### src/rtl/core/ttrk_pkg.sv
package ttrk_pkg;

   localparam int ENTRIES_DEF = 16;
   localparam logic [15:0] SCAN_RESET = 16'd200;

   localparam logic [1:0] KIND_QUERY  = 2'd0;
   localparam logic [1:0] KIND_REPLY  = 2'd1;
   localparam logic [1:0] KIND_TICK   = 2'd2;
   localparam logic [1:0] KIND_CANCEL = 2'd3;

   localparam logic [2:0] RES_ISSUED    = 3'd0;
   localparam logic [2:0] RES_RESPONSE  = 3'd1;
   localparam logic [2:0] RES_ERROR     = 3'd2;
   localparam logic [2:0] RES_TIMEOUT   = 3'd3;
   localparam logic [2:0] RES_UNMATCHED = 3'd4;
   localparam logic [2:0] RES_FULL      = 3'd5;

   localparam logic REG_SCAN  = 1'b0;
   localparam logic REG_START = 1'b1;

   typedef struct packed {
      logic        valid;
      logic [15:0] tid;
      logic [31:0] addr;
      logic [15:0] port;
      logic [31:0] sent;
      logic [31:0] deadline;
   } slot_type;

   // Commands to a cell: clear drops every slot, write loads the tail cell
   typedef struct packed {
      logic        clear_all;
      logic        write_en;
   } cell_ctl_type;

endpackage

### src/rtl/core/ttrk_if.sv
interface ttrk_req_if;
   logic        valid;
   logic        ready;
   logic [1:0]  kind;
   logic [31:0] peer_addr;
   logic [15:0] peer_port;
   logic [15:0] timeout_ms;
   logic [15:0] reply_tid;
   logic        reply_is_error;
   modport source (output valid, kind, peer_addr, peer_port, timeout_ms, reply_tid,
                   reply_is_error, input ready);
   modport sink (input valid, kind, peer_addr, peer_port, timeout_ms, reply_tid,
                 reply_is_error, output ready);
endinterface

interface ttrk_rsp_if;
   logic        valid;
   logic        ready;
   logic [2:0]  result_kind;
   logic [15:0] out_tid;
   logic [31:0] out_addr;
   logic [15:0] out_port;
   logic [15:0] rtt_ms;
   logic        last;
   modport source (output valid, result_kind, out_tid, out_addr, out_port, rtt_ms, last,
                   input ready);
   modport sink (input valid, result_kind, out_tid, out_addr, out_port, rtt_ms, last,
                 output ready);
endinterface

### src/rtl/core/ttrk_cell.sv
// One table slot. The ring rotates by one slot each cycle when shift is set;
// a full rotation of ENTRIES shifts returns every slot to its place.
module ttrk_cell
   import ttrk_pkg::*;
(
   input  logic         clock,
   input  logic         reset,
   input  logic         shift,
   input  cell_ctl_type ctl,
   input  slot_type     wr_slot,
   input  logic         kill,
   input  slot_type     prev_slot,
   output slot_type     slot
);

   slot_type slot_ff, slot_in;

   // Rotate, write or drop the held slot
   always_comb begin
      slot_in = slot_ff;
      if (shift) slot_in = prev_slot;
      if (kill) slot_in.valid = 1'b0;
      if (ctl.write_en) slot_in = wr_slot;
      if (ctl.clear_all) slot_in.valid = 1'b0;
   end

   always_ff @(posedge clock) begin
      if (reset) begin
         slot_ff.valid <= 1'b0;
      end else begin
         slot_ff.valid <= slot_in.valid;
      end
      slot_ff.tid      <= slot_in.tid;
      slot_ff.addr     <= slot_in.addr;
      slot_ff.port     <= slot_in.port;
      slot_ff.sent     <= slot_in.sent;
      slot_ff.deadline <= slot_in.deadline;
   end

   assign slot = slot_ff;

endmodule

### src/rtl/core/transaction_tracker_with_timeout.sv
// Channel   Dir  Payload
// req       in   kind, peer_addr, peer_port, timeout_ms, reply_tid, reply_is_error
// rsp       out  result_kind, out_tid, out_addr, out_port, rtt_ms, last
// csr       in   csr_we, csr_index, csr_wdata (16 bit)
//
// Slots sit in a ring of ENTRIES cells rotating toward cell 0; the head is inspected
// each cycle and dropped or replaced as it wraps to the tail. Accepting registers the request.
// A query rotates once for a free slot (a full table stops there), once per id
// candidate (1 to ENTRIES+1) and once to place the slot: 3 to ENTRIES+3 rotations.
// A reply or scanning tick takes one rotation; cancel and other ticks nothing more.
// Reset is synchronous and empties the table. A held result blocks new requests; the
// scan stalls while its result is held and releases its last timeout in a flush step.
module transaction_tracker_with_timeout
   import ttrk_pkg::*;
#(
   parameter int ENTRIES = ENTRIES_DEF
) (
   input  logic        clock,
   input  logic        reset,
   ttrk_req_if.sink    req,
   ttrk_rsp_if.source  rsp,
   input  logic        csr_we,
   input  logic        csr_index,
   input  logic [15:0] csr_wdata
);

   localparam int CW = $clog2(ENTRIES + 1);
   localparam int IW = (ENTRIES > 1) ? $clog2(ENTRIES) : 1;

   localparam logic [2:0] ST_IDLE  = 3'd0;
   localparam logic [2:0] ST_FREE  = 3'd1;
   localparam logic [2:0] ST_IDSCN = 3'd2;
   localparam logic [2:0] ST_REPLY = 3'd3;
   localparam logic [2:0] ST_SCAN  = 3'd4;
   localparam logic [2:0] ST_PLACE = 3'd5;
   localparam logic [2:0] ST_OUT   = 3'd6;
   localparam logic [2:0] ST_FLUSH = 3'd7;

   slot_type slots [ENTRIES];
   slot_type head, wr_slot;
   cell_ctl_type ctl;
   logic shift, kill_head, stall;

   logic [2:0]  st_ff, st_in;
   logic [CW-1:0] cnt_ff, cnt_in, tries_ff, tries_in;
   logic [IW-1:0] free_ff, free_in, place_ff, place_in;
   logic          have_free_ff, have_free_in, hit_ff, hit_in, done_ff, done_in;
   logic [15:0] scan_ff, idc_ff, idc_in, cand_ff, cand_in, cd_ff, cd_in;
   logic [31:0] now_ff, now_in;
   logic [31:0] addr_ff;
   logic [15:0] port_ff, tmo_ff, rtid_ff;
   logic        err_ff;
   logic        ov_ff, ov_in, last_pend_ff, last_pend_in;
   logic [15:0] ptid_ff, ptid_in, pport_ff, pport_in;
   logic [31:0] paddr_ff, paddr_in;
   logic [2:0]  ok_ff, ok_in;
   logic [15:0] otid_ff, otid_in, ortt_ff, ortt_in, oport_ff, oport_in;
   logic [31:0] oaddr_ff, oaddr_in, rtt_full;
   logic        olast_ff, olast_in;

   // Build the ring; the tail cell takes the head as it wraps
   for (genvar g = 0; g < ENTRIES; g++) begin : g_cell
      cell_ctl_type cell_ctl;
      assign cell_ctl = {ctl.clear_all, ctl.write_en && (g == ENTRIES - 1)};
      ttrk_cell u_cell (
         .clock, .reset, .shift,
         .ctl     (cell_ctl),
         .wr_slot (wr_slot),
         .kill    (kill_head && (g == ENTRIES - 1)),
         .prev_slot (slots[(g + 1) % ENTRIES]),
         .slot    (slots[g])
      );
   end

   function automatic logic now_ff_sub_msb(input logic [31:0] a, input logic [31:0] b);
      logic [31:0] d;
      d = a - b;
      return d[31];
   endfunction

   assign head  = slots[0];
   assign stall = ov_ff && !rsp.ready;
   assign req.ready = (st_ff == ST_IDLE) && !ov_ff;
   assign rtt_full = now_ff - head.sent;

   always_comb begin
      st_in = st_ff; cnt_in = cnt_ff; tries_in = tries_ff;
      free_in = free_ff; have_free_in = have_free_ff; place_in = place_ff;
      hit_in = hit_ff; done_in = done_ff;
      idc_in = idc_ff; cand_in = cand_ff; cd_in = cd_ff; now_in = now_ff;
      ov_in = ov_ff && !rsp.ready; last_pend_in = last_pend_ff;
      ptid_in = ptid_ff; paddr_in = paddr_ff; pport_in = pport_ff;
      ok_in = ok_ff; otid_in = otid_ff; oaddr_in = oaddr_ff; oport_in = oport_ff;
      ortt_in = ortt_ff; olast_in = olast_ff;
      shift = 1'b0; kill_head = 1'b0;
      ctl = '0;
      wr_slot.valid = 1'b1; wr_slot.tid = cand_ff; wr_slot.addr = addr_ff;
      wr_slot.port = port_ff; wr_slot.sent = now_ff;
      wr_slot.deadline = now_ff + {16'd0, tmo_ff};

      case (st_ff)
         ST_IDLE: begin
            if (req.valid && req.ready) begin
               cnt_in = '0; have_free_in = 1'b0; free_in = '0;
               hit_in = 1'b0; done_in = 1'b0; last_pend_in = 1'b0;
               case (req.kind)
                  KIND_QUERY: st_in = ST_FREE;
                  KIND_REPLY: st_in = ST_REPLY;
                  KIND_TICK: begin
                     now_in = now_ff + 32'd1;
                     if (cd_ff != 16'd0) begin
                        cd_in = cd_ff - 16'd1;
                     end else begin
                        cd_in = (scan_ff != 16'd0) ? scan_ff - 16'd1 : 16'd0;
                        st_in = ST_SCAN;
                     end
                  end
                  default: ctl.clear_all = 1'b1;
               endcase
            end
         end
         // Find lowest free slot
         ST_FREE: begin
            shift = 1'b1;
            if (!head.valid && !have_free_ff) begin
               have_free_in = 1'b1; free_in = cnt_ff[IW-1:0];
            end
            cnt_in = cnt_ff + 1'b1;
            if (cnt_ff == CW'(ENTRIES - 1)) begin
               cnt_in = '0;
               if (!have_free_in) begin
                  ok_in = RES_FULL; otid_in = idc_ff; oaddr_in = addr_ff;
                  oport_in = port_ff; ortt_in = '0; olast_in = 1'b1;
                  ov_in = 1'b1; st_in = ST_IDLE;
               end else begin
                  cand_in = idc_ff; tries_in = '0; hit_in = 1'b0; st_in = ST_IDSCN;
               end
            end
         end
         // Check one candidate id per rotation
         ST_IDSCN: begin
            shift = 1'b1;
            hit_in = hit_ff || (head.valid && head.tid == cand_ff);
            cnt_in = cnt_ff + 1'b1;
            if (cnt_ff == CW'(ENTRIES - 1)) begin
               cnt_in = '0; hit_in = 1'b0;
               if (hit_ff || (head.valid && head.tid == cand_ff)) begin
                  cand_in = cand_ff + 16'd1;
                  if (tries_ff == CW'(ENTRIES)) st_in = ST_PLACE;
                  tries_in = tries_ff + 1'b1;
               end else begin
                  st_in = ST_PLACE;
               end
               place_in = free_ff;
            end
         end
         // Rotate target slot to head; ST_OUT then writes it
         ST_PLACE: begin
            if (place_ff == '0) begin
               ctl.write_en = 1'b0;
               idc_in = cand_ff + 16'd1;
               ok_in = RES_ISSUED; otid_in = cand_ff; oaddr_in = addr_ff;
               oport_in = port_ff; ortt_in = '0; olast_in = 1'b1;
               ov_in = 1'b1; st_in = ST_OUT; cnt_in = '0;
            end else begin
               shift = 1'b1; place_in = place_ff - 1'b1; cnt_in = cnt_ff + 1'b1;
            end
         end
         // Replace the head slot as it wraps to the tail, then finish the rotation
         ST_OUT: begin
            if (!done_ff) begin
               done_in = 1'b1;
            end
            shift = 1'b1; cnt_in = cnt_ff + 1'b1;
            if (cnt_ff == CW'(ENTRIES - 1) - CW'(free_ff)) begin
               st_in = ST_IDLE; cnt_in = '0;
            end
         end
         // Match reply
         ST_REPLY: begin
            shift = 1'b1;
            cnt_in = cnt_ff + 1'b1;
            if (!done_ff && head.valid && head.tid == rtid_ff) begin
               done_in = 1'b1;
               if (head.addr == addr_ff && head.port == port_ff) begin
                  hit_in = 1'b1; kill_head = 1'b1;
                  ok_in = err_ff ? RES_ERROR : RES_RESPONSE;
                  ortt_in = (rtt_full > 32'h0000_ffff) ? 16'hffff : rtt_full[15:0];
               end
            end
            if (cnt_ff == CW'(ENTRIES - 1)) begin
               cnt_in = '0;
               if (!hit_in) begin ok_in = RES_UNMATCHED; ortt_in = '0; end
               otid_in = rtid_ff; oaddr_in = addr_ff; oport_in = port_ff;
               olast_in = 1'b1; ov_in = 1'b1; st_in = ST_IDLE;
            end
         end
         // Expiry scan: hold one timeout back so the final one can carry last
         ST_SCAN: begin
            if (!stall) begin
               shift = 1'b1;
               cnt_in = cnt_ff + 1'b1;
               if (head.valid && !now_ff_sub_msb(now_ff, head.deadline)) begin
                  kill_head = 1'b1;
                  if (last_pend_ff) begin
                     ok_in = RES_TIMEOUT; otid_in = ptid_ff; oaddr_in = paddr_ff;
                     oport_in = pport_ff; ortt_in = '0; olast_in = 1'b0; ov_in = 1'b1;
                  end
                  ptid_in = head.tid; paddr_in = head.addr; pport_in = head.port;
                  last_pend_in = 1'b1;
               end
               if (cnt_ff == CW'(ENTRIES - 1)) begin
                  cnt_in = '0;
                  st_in = last_pend_in ? ST_FLUSH : ST_IDLE;
               end
            end
         end
         // Release the held timeout as the final result
         ST_FLUSH: begin
            if (!stall) begin
               ok_in = RES_TIMEOUT; otid_in = ptid_ff; oaddr_in = paddr_ff;
               oport_in = pport_ff; ortt_in = '0; olast_in = 1'b1; ov_in = 1'b1;
               last_pend_in = 1'b0; st_in = ST_IDLE;
            end
         end
         default: st_in = ST_IDLE;
      endcase
      if (st_ff == ST_OUT && !done_ff) ctl.write_en = 1'b1;
   end

   always_ff @(posedge clock) begin
      if (reset) begin
         st_ff <= ST_IDLE; ov_ff <= 1'b0; cnt_ff <= '0; tries_ff <= '0;
         scan_ff <= SCAN_RESET; idc_ff <= '0;
         now_ff <= '0; cd_ff <= '0; have_free_ff <= 1'b0; hit_ff <= 1'b0;
         done_ff <= 1'b0; last_pend_ff <= 1'b0; free_ff <= '0; place_ff <= '0;
      end else begin
         st_ff <= st_in; ov_ff <= ov_in; cnt_ff <= cnt_in; tries_ff <= tries_in;
         now_ff <= now_in; cd_ff <= cd_in; have_free_ff <= have_free_in;
         hit_ff <= hit_in; done_ff <= done_in; last_pend_ff <= last_pend_in;
         free_ff <= free_in; place_ff <= place_in;
         if (csr_we && csr_index == REG_SCAN) scan_ff <= csr_wdata;
         if (csr_we && csr_index == REG_START) idc_ff <= csr_wdata;
         else idc_ff <= idc_in;
      end
      cand_ff <= cand_in;
      ptid_ff <= ptid_in; paddr_ff <= paddr_in; pport_ff <= pport_in;
      ok_ff <= ok_in; otid_ff <= otid_in; oaddr_ff <= oaddr_in;
      oport_ff <= oport_in; ortt_ff <= ortt_in; olast_ff <= olast_in;
      if (req.valid && req.ready) begin
         addr_ff <= req.peer_addr; port_ff <= req.peer_port;
         tmo_ff <= req.timeout_ms; rtid_ff <= req.reply_tid; err_ff <= req.reply_is_error;
      end
   end

   assign rsp.valid       = ov_ff;
   assign rsp.result_kind = ok_ff;
   assign rsp.out_tid     = otid_ff;
   assign rsp.out_addr    = oaddr_ff;
   assign rsp.out_port    = oport_ff;
   assign rsp.rtt_ms      = ortt_ff;
   assign rsp.last        = olast_ff;

endmodule
### src/flat_wrapper.sv
// flat-port wrapper written by rule: the top's interface ports become plain ports
module transaction_tracker_with_timeout_flat import ttrk_pkg::*;
#(
   parameter int ENTRIES = ENTRIES_DEF
)
  (clock, reset, csr_we, csr_index, csr_wdata, req_valid, req_kind, req_peer_addr, req_peer_port, req_timeout_ms, req_reply_tid, req_reply_is_error, req_ready, rsp_valid, rsp_result_kind, rsp_out_tid, rsp_out_addr, rsp_out_port, rsp_rtt_ms, rsp_last, rsp_ready);
  ttrk_req_if req_i ();
  ttrk_rsp_if rsp_i ();
  input  logic clock;
  input  logic reset;
  input  logic csr_we;
  input  logic csr_index;
  input  logic [15:0] csr_wdata;
  input wire logic [$bits(req_i.valid)-1:0] req_valid;
  input wire logic [$bits(req_i.kind)-1:0] req_kind;
  input wire logic [$bits(req_i.peer_addr)-1:0] req_peer_addr;
  input wire logic [$bits(req_i.peer_port)-1:0] req_peer_port;
  input wire logic [$bits(req_i.timeout_ms)-1:0] req_timeout_ms;
  input wire logic [$bits(req_i.reply_tid)-1:0] req_reply_tid;
  input wire logic [$bits(req_i.reply_is_error)-1:0] req_reply_is_error;
  output wire logic [$bits(req_i.ready)-1:0] req_ready;
  output wire logic [$bits(rsp_i.valid)-1:0] rsp_valid;
  output wire logic [$bits(rsp_i.result_kind)-1:0] rsp_result_kind;
  output wire logic [$bits(rsp_i.out_tid)-1:0] rsp_out_tid;
  output wire logic [$bits(rsp_i.out_addr)-1:0] rsp_out_addr;
  output wire logic [$bits(rsp_i.out_port)-1:0] rsp_out_port;
  output wire logic [$bits(rsp_i.rtt_ms)-1:0] rsp_rtt_ms;
  output wire logic [$bits(rsp_i.last)-1:0] rsp_last;
  input wire logic [$bits(rsp_i.ready)-1:0] rsp_ready;
  assign req_i.valid = req_valid;
  assign req_i.kind = req_kind;
  assign req_i.peer_addr = req_peer_addr;
  assign req_i.peer_port = req_peer_port;
  assign req_i.timeout_ms = req_timeout_ms;
  assign req_i.reply_tid = req_reply_tid;
  assign req_i.reply_is_error = req_reply_is_error;
  assign req_ready = req_i.ready;
  assign rsp_valid = rsp_i.valid;
  assign rsp_result_kind = rsp_i.result_kind;
  assign rsp_out_tid = rsp_i.out_tid;
  assign rsp_out_addr = rsp_i.out_addr;
  assign rsp_out_port = rsp_i.out_port;
  assign rsp_rtt_ms = rsp_i.rtt_ms;
  assign rsp_last = rsp_i.last;
  assign rsp_i.ready = rsp_ready;
  transaction_tracker_with_timeout #(.ENTRIES(ENTRIES)) u_core (.clock(clock), .reset(reset), .req(req_i), .rsp(rsp_i), .csr_we(csr_we), .csr_index(csr_index), .csr_wdata(csr_wdata));
endmodule
### config.mk
export PLATFORM = sky130hd
export DESIGN_NAME = transaction_tracker_with_timeout_flat
export DESIGN_NICKNAME = d
export VERILOG_FILES = /design/src/rtl/core/ttrk_pkg.sv /design/src/rtl/core/ttrk_if.sv /design/src/rtl/core/ttrk_cell.sv /design/src/rtl/core/transaction_tracker_with_timeout.sv /design/src/flat_wrapper.sv
export SDC_FILE = /design/constraint.sdc
export NUM_CORES = 2
export LEC_CHECK = 0
export BUFFER_PORTS_ARGS = -buffer_cell sky130_fd_sc_hd__clkbuf_2
export CORE_ASPECT_RATIO = 1.75
export CORE_MARGIN = 2
export CORE_UTILIZATION = 61
export CTS_CLUSTER_SIZE = 20
export DETAILED_ROUTE_END_ITERATION = 7
export PLACE_DENSITY = 0.78
export SYNTH_ARGS = -nofsm -noshare
export SYNTH_HDL_FRONTEND = slang
export SYNTH_SLANG_ARGS = --single-unit
### constraint.sdc
create_clock -name clock -period 83.6 [get_ports clock]
set_input_delay 16.72 -clock clock [delete_from_list [all_inputs] [get_ports clock]]
set_output_delay 16.72 -clock clock [all_outputs]
set_load 0.02 [all_outputs]
Word level (Yosys, flattened, before mapping) --
Index checks and enable logic that the tools add are counted.
Word-level totals: flip-flop bits (word level) 2415, logic and storage cells 376
Operators by class: $add $sub $neg 11, magnitude comparators 1, equality and inequality tests 36, muxes and demuxes 147, bitwise logic cells 2, reduce and logical (&&, ||, !) cells 54
Operator list (count):
- 16-bit two-way mux | 37
- 129-bit two-way mux | 2
- 32-bit two-way mux | 8
- 16-bit one-hot mux with 5 select lines | 3
- 32-bit one-hot mux with 5 select lines | 1
- 3-bit two-way mux | 24
- 32-bit subtractor | 2
- 16-bit equality test | 3
- 5-bit two-way mux | 9
- 1-bit two-way mux | 41
- 32-bit by 1-bit adder with 32-bit output, second input constant | 1
- 32-bit by 16-bit adder with 32-bit output | 1
- 32-bit equality test | 1
- 32-bit by 16-bit greater-than comparator with 1-bit output, second input constant | 1
- 16-bit one-hot mux with 2 select lines | 1
- 16-bit nonzero test | 2
- 16-bit by 1-bit subtractor with 16-bit output, second input constant | 2
- 5-bit one-hot mux with 5 select lines | 1
- 2-bit by 1-bit != test with 1-bit output, second input constant | 12
- 3-bit one-hot mux with 8 select lines | 1
- 3-bit AND reduction | 6
- 16-bit by 1-bit adder with 16-bit output, second input constant | 1
- 4-bit two-way mux | 4
- 4-bit one-hot mux with 2 select lines | 2
- 42 further kinds | 85

Longest topological paths before layout --
word-level depth 10, gate-level depth with buffers 14, depth with buffers taken out 13

Hierarchy --
A second synthesis with hierarchy kept.
Second synthesis, totals: cell total of the unflattened synthesis 6334, area, all modules 107999.8 um^2
Modules (own cells, without submodules):
- ttrk_cell | instances 16, cells each 277, area each 5534.1 um^2
- transaction_tracker_with_timeout | instances 1, cells each 1902, area each 19454.9 um^2

Worst setup path after synthesis --
OpenSTA, ideal clock, no wires.
path kind in2reg, start point in rsp_ready, end point reg u_core.g_cell[0].u_cell.slot_ff, in the netlist u_core.g_cell[0].u_cell.slot[0], enable pin, library setup time 3029 ps, arrival time 69274 ps, required time 80571 ps, setup slack 11297 ps, stages on the path 6, cells stage by stage nand2b_1 > a21oi_1 > a31o_2 > clkbuf_1 > clkinv_1 > clkbuf_1
Between the ends: cells in the longest elaborated chain, start to end 4
Ends and longest elaborated chain:
- from (decl) | line flat_wrapper.sv:29 | input wire logic [$bits(rsp_i.ready)-1:0] rsp_ready;
- 1-bit zero test | line transaction_tracker_with_timeout.sv:82 | assign stall = ov_ff && !rsp.ready;
- 1-bit logical AND | line transaction_tracker_with_timeout.sv:82
- 1-bit two-way mux | line transaction_tracker_with_timeout.sv:200 | if (!stall) begin
- 1-bit one-hot mux with 3 select lines | line transaction_tracker_with_timeout.sv:101 | case (st_ff)
- named net u_core.g_cell[0].u_cell.shift | line ttrk_cell.sv:8 | input logic shift,
- to (decl) | line ttrk_cell.sv:16 | slot_type slot_ff, slot_in;
The timed path passes the listed nets, and every way through them passes these cells. A chain may end at the register's enable or synchronous reset.

Worst setup path in the final report --
start point in rsp_ready, end point reg u_core.g_cell[3].u_cell.slot_ff, in the netlist u_core.g_cell[3].u_cell.slot[88], enable pin
Between the ends: cells in the longest elaborated chain, start to end 4
Ends and longest elaborated chain (line):
- 1-bit zero test | transaction_tracker_with_timeout.sv:82
- 1-bit logical AND | transaction_tracker_with_timeout.sv:82
- 1-bit two-way mux | transaction_tracker_with_timeout.sv:200
- 1-bit one-hot mux with 3 select lines | transaction_tracker_with_timeout.sv:101
- to (decl) | ttrk_cell.sv:16
No other way between the ends.

==> summary.md <==
The run finished with clean final reports. The logs give 221000 µm for the global-route wire length before repair and 0 for the number of cells upsized or downsized after cts. H-tree level count: 4. The longest clock path from root to sink contains 3 buffers.

The routed via count divided by cell count was 5.75. The gate family responsible for the most delay along the worst path is buffers and inverters. The multi-input combinational cells in the finished layout cover a total of 10700 µm². In this run the worst hold path is classified as reg -> reg.

Along the worst path, the maximum fanout reaches 213. The share of the Yosys chip area taken by registers is 86.0%. In this run, synthesis inferred 2293 flip-flops with an integrated enable. The worst setup path is of the in -> reg kind. The most used flip-flop cell after synthesis is edfxtp_1.

Summed over all layers, the global routing overflow is 0. The net switching power figure is 1.11 mW, and the synthesis warning total is 0. Yosys attributes the largest share of cell area to edfxtp_1 83%, dfxtp_1 2.9%, nand2_1 2.0%, ha_1 1.4%, a21oi_1 1.3%.

Based on the critical path, the design can be clocked at up to 0.0390 GHz. The average instance in the mapped netlist occupies 18.9 µm². Clock skew on the completed layout was measured at 43.9 ps.

The endpoint kind of the worst setup timing path was a flip-flop. The clock transition at the registers of the reported paths was 70 ps. Die width: 283 µm. The tools report the internal power summed over all cells as 2.86 mW.

191 I/O pins were placed. The vias after detailed routing was 38316; the number of standard-cell rows in the floorplan was 178. The number of pins with negative max-slew slack in the final report is 0, and the switching power share of the total is 27.9%.

Data on the critical path arrives at its endpoint at 26080 ps. The latest clock arrival within the worst-skew pair came out at 820 ps. The tools report the leakage power figure as 31.3 nW.

The fraction of the cycle the final worst path needs works out to 30.7%. The proportion of register bits with asynchronous set or reset after synthesis works out to 0%. Of the cells placed in the final design, the portion with a size suffix greater than 1 is 12.9%. In the routed design, unresolved DRC markers number 0. The worst path in the final design needs a cycle of 25650 ps, including I/O delays and setup. The die boundary height was 492 µm; the die footprint was 139000 µm².

Traced cell by cell, the critical path runs through clkbuf_2 > nand2b_1 > a21oi_1 > a31o_2 > inv_8 > buf_12 > buf_4 > buf_4 > buf_4 > buf_4 > buf_4 > buf_4 > buf_4. The tools report the number of antenna violations at the first check in global routing as 6. After synthesis, the largest area contributor takes up 83.1% of total cell area. Detailed placement finished with a half-perimeter wire length of 83500 µm. At the pin with the least slew margin, the transition time is 1350 ps. The post-placement cell area is 85900 µm², and the number of clock sinks seen by CTS is 2415. After clock tree synthesis, the setup repair step added 0 buffers. Routability-driven placement finished with a final weighted congestion of 0.937. Before antenna repair, the detailed router went through 6 iterations. The area growth from synthesis to layout works out to 11.6%.

In this run, CTS created clock tree buffers numbering 192. For the number of inserted filler cells in the final layout, the log shows 8091. Entering global routing, the biggest net connects 226 pins. Netlist area before placement: 82900 µm². The routed length per instance was 22.4 µm; the area of the placeable core was 135000 µm².

Headroom to the max-slew limit came out at 9.98%. The logs give 0.0404 mV for the maximum vdd ir drop and 14.2% for the part of the power in combinational logic. Max-cap violations in this run came to 0. The finished layout cell area is 92500 µm², and the number of nets in the layout is 4898. The total track usage came out at 21.3%. The share of total power dissipated in sequential elements is 62.3%. After clock tree synthesis, the flow added hold-fix buffers numbering 0. The tree is rooted in a clkbuf_16.

Standard cell with the maximum stage delay on the critical path: buf_4. The worst setup path is launched from an input pin. By instance count, the leading cell after synthesis is edfxtp_1. The initial utilization of the core area, before any placement, comes to 61.5%. After synthesis, the most frequently instantiated cells are 2293 x edfxtp_1, 432 x nand2_1, 213 x a21oi_1. TritonCTS built the clock tree.

The number of global-route vias before repair is 37834, and the DRC marker count from the first detailed-route iteration is 3895. The synthesized design spends more area on one cell type than any other, namely edfxtp_1. The aggregate routed wire length came out at 149000 µm. Setup repair after global routing left no endpoint under its margin.

Synthesis produced a netlist with a net count of 4596. In the final timing run, aggregate negative setup slack is 0 ps. The count of different cell masters after synthesis came out at 79. The buffers plus inverters on the worst setup path is 10, and the area taken by flip-flops and latches is 71300 µm². The run gives 0 as the count of endpoints failing hold in the final timing report. Setup violations remaining at the end of the flow were counted as 0. In this run, synthesis produced a sequential element count of 2415. Final hold analysis gives a worst-case slack of 404 ps. In this design, the critical path's most frequently occurring cell is buf_4.

The largest stage delay on the critical path was 980 ps; the power per cell area was 42.9 nW/µm². Part of the total power dissipated in the clock network: 23.5%. STA puts the critical path data required time at 84030 ps. In the synthesized netlist, the number of instances is 4396. In this run the remaining antenna-violating nets after routing total 0. The number of buffers inserted by port buffering works out to 190.
-- sequential cells by signal, summed over array words and instances, names as in the netlist, 32 cells and up --
signal,cells
u_core.addr_ff,32
u_core.g_cell.u_cell.slot,2064
u_core.now_ff,32
u_core.paddr_ff,32
u_core.rsp.out_addr,32
-- cells in the final DEF (no fill, tap or decap), types with 65 or more instances in the layout --
cell type / n
a21oi_1: 213
dfxtp_1: 122
xnor2_1: 117
xor2_1: 72
nand2_1: 432
o21ai_0: 134
clkbuf_2: 189
nor2_1: 189
mux2_2: 65
inv_1: 99
edfxtp_1: 2293
clkbuf_16: 193
ha_1: 93
-- power groups by stage --
stage               Combinational (mW)  Sequential [mW]  Clock (mW)
detailed placement               0.561             2.46           0
finish                           0.563             2.47       0.934
floorplan                        0.372             3.69           0
global placement                 0.542             2.44           0
global route                     0.618             2.52       0.995
CTS                              0.563             2.48       0.958
-- cells by family (layout without fill, tap and decap cells) --
logic type               Yosys count  after routing  share of synthesized area [%]
AO/OA/AOI/OAI                    528            528                           3.78
XOR/XNOR                         189            189                           2.00
adder cells (fa/ha/maj)           96             96                           1.46
buffers and inverters            224            687                           1.12
flip-flops                      2415           2415                           86.0
multiplexers                      70             70                          0.944
other                              0              1                              0
AND/OR/NAND/NOR                  874            874                           4.65
-- cell type report --
cell class              instances  share of cell area (%)
diodes                          1                 0.00271
clock buffers                 229                    5.43
inverters                     103                   0.434
clock inverters               126                    1.66
repair buffers                229                    1.37
flip-flops and latches       2415                    77.1
well taps                    1800                    2.44
multi-input cells            1757                    11.6
-- metrics by stage --
stage / power [mW] / instances / setup slack [ps] / utilization (%)
after floorplan: 4.07 / 4396 / 11300 / -
after global placement: 2.98 / 6304 / 57480 / 63.8
after detailed placement: 3.02 / 6304 / 57010 / 63.8
after CTS: 4.00 / 6659 / 58020 / 68.6
after global routing: 4.13 / 6660 / 57120 / 68.6
final: 3.97 / 6660 / 57950 / 68.6
-- path summary, 6_finish.rpt --
path	from	slack, ps	cells past startpoint	endpoint
worst max-delay path	rsp_ready	57950	13	u_core.g_cell[3].u_cell.slot[88]
worst min-delay path	u_core.g_cell[6].u_cell.slot[69]	400	0	u_core.g_cell[5].u_cell.slot[69]
worst max register to register	u_core.st_ff[2]	73240	11	u_core.g_cell[3].u_cell.slot[88]
worst min register to register	u_core.g_cell[6].u_cell.slot[69]	400	0	u_core.g_cell[5].u_cell.slot[69]
-- per-layer routing --
layer  up-vias  global-route usage, %  wire length, µm  share of wire, %
li1      17246                      -                -                 -
met1     19149                   28.5            61000                41
met2      1567                   34.5            72600                49
met3       350                   3.95             9400               6.3
met4         4                   9.19             6260               4.2
met5         -                      0               22             0.015
Power figures use the tool's default switching activity.
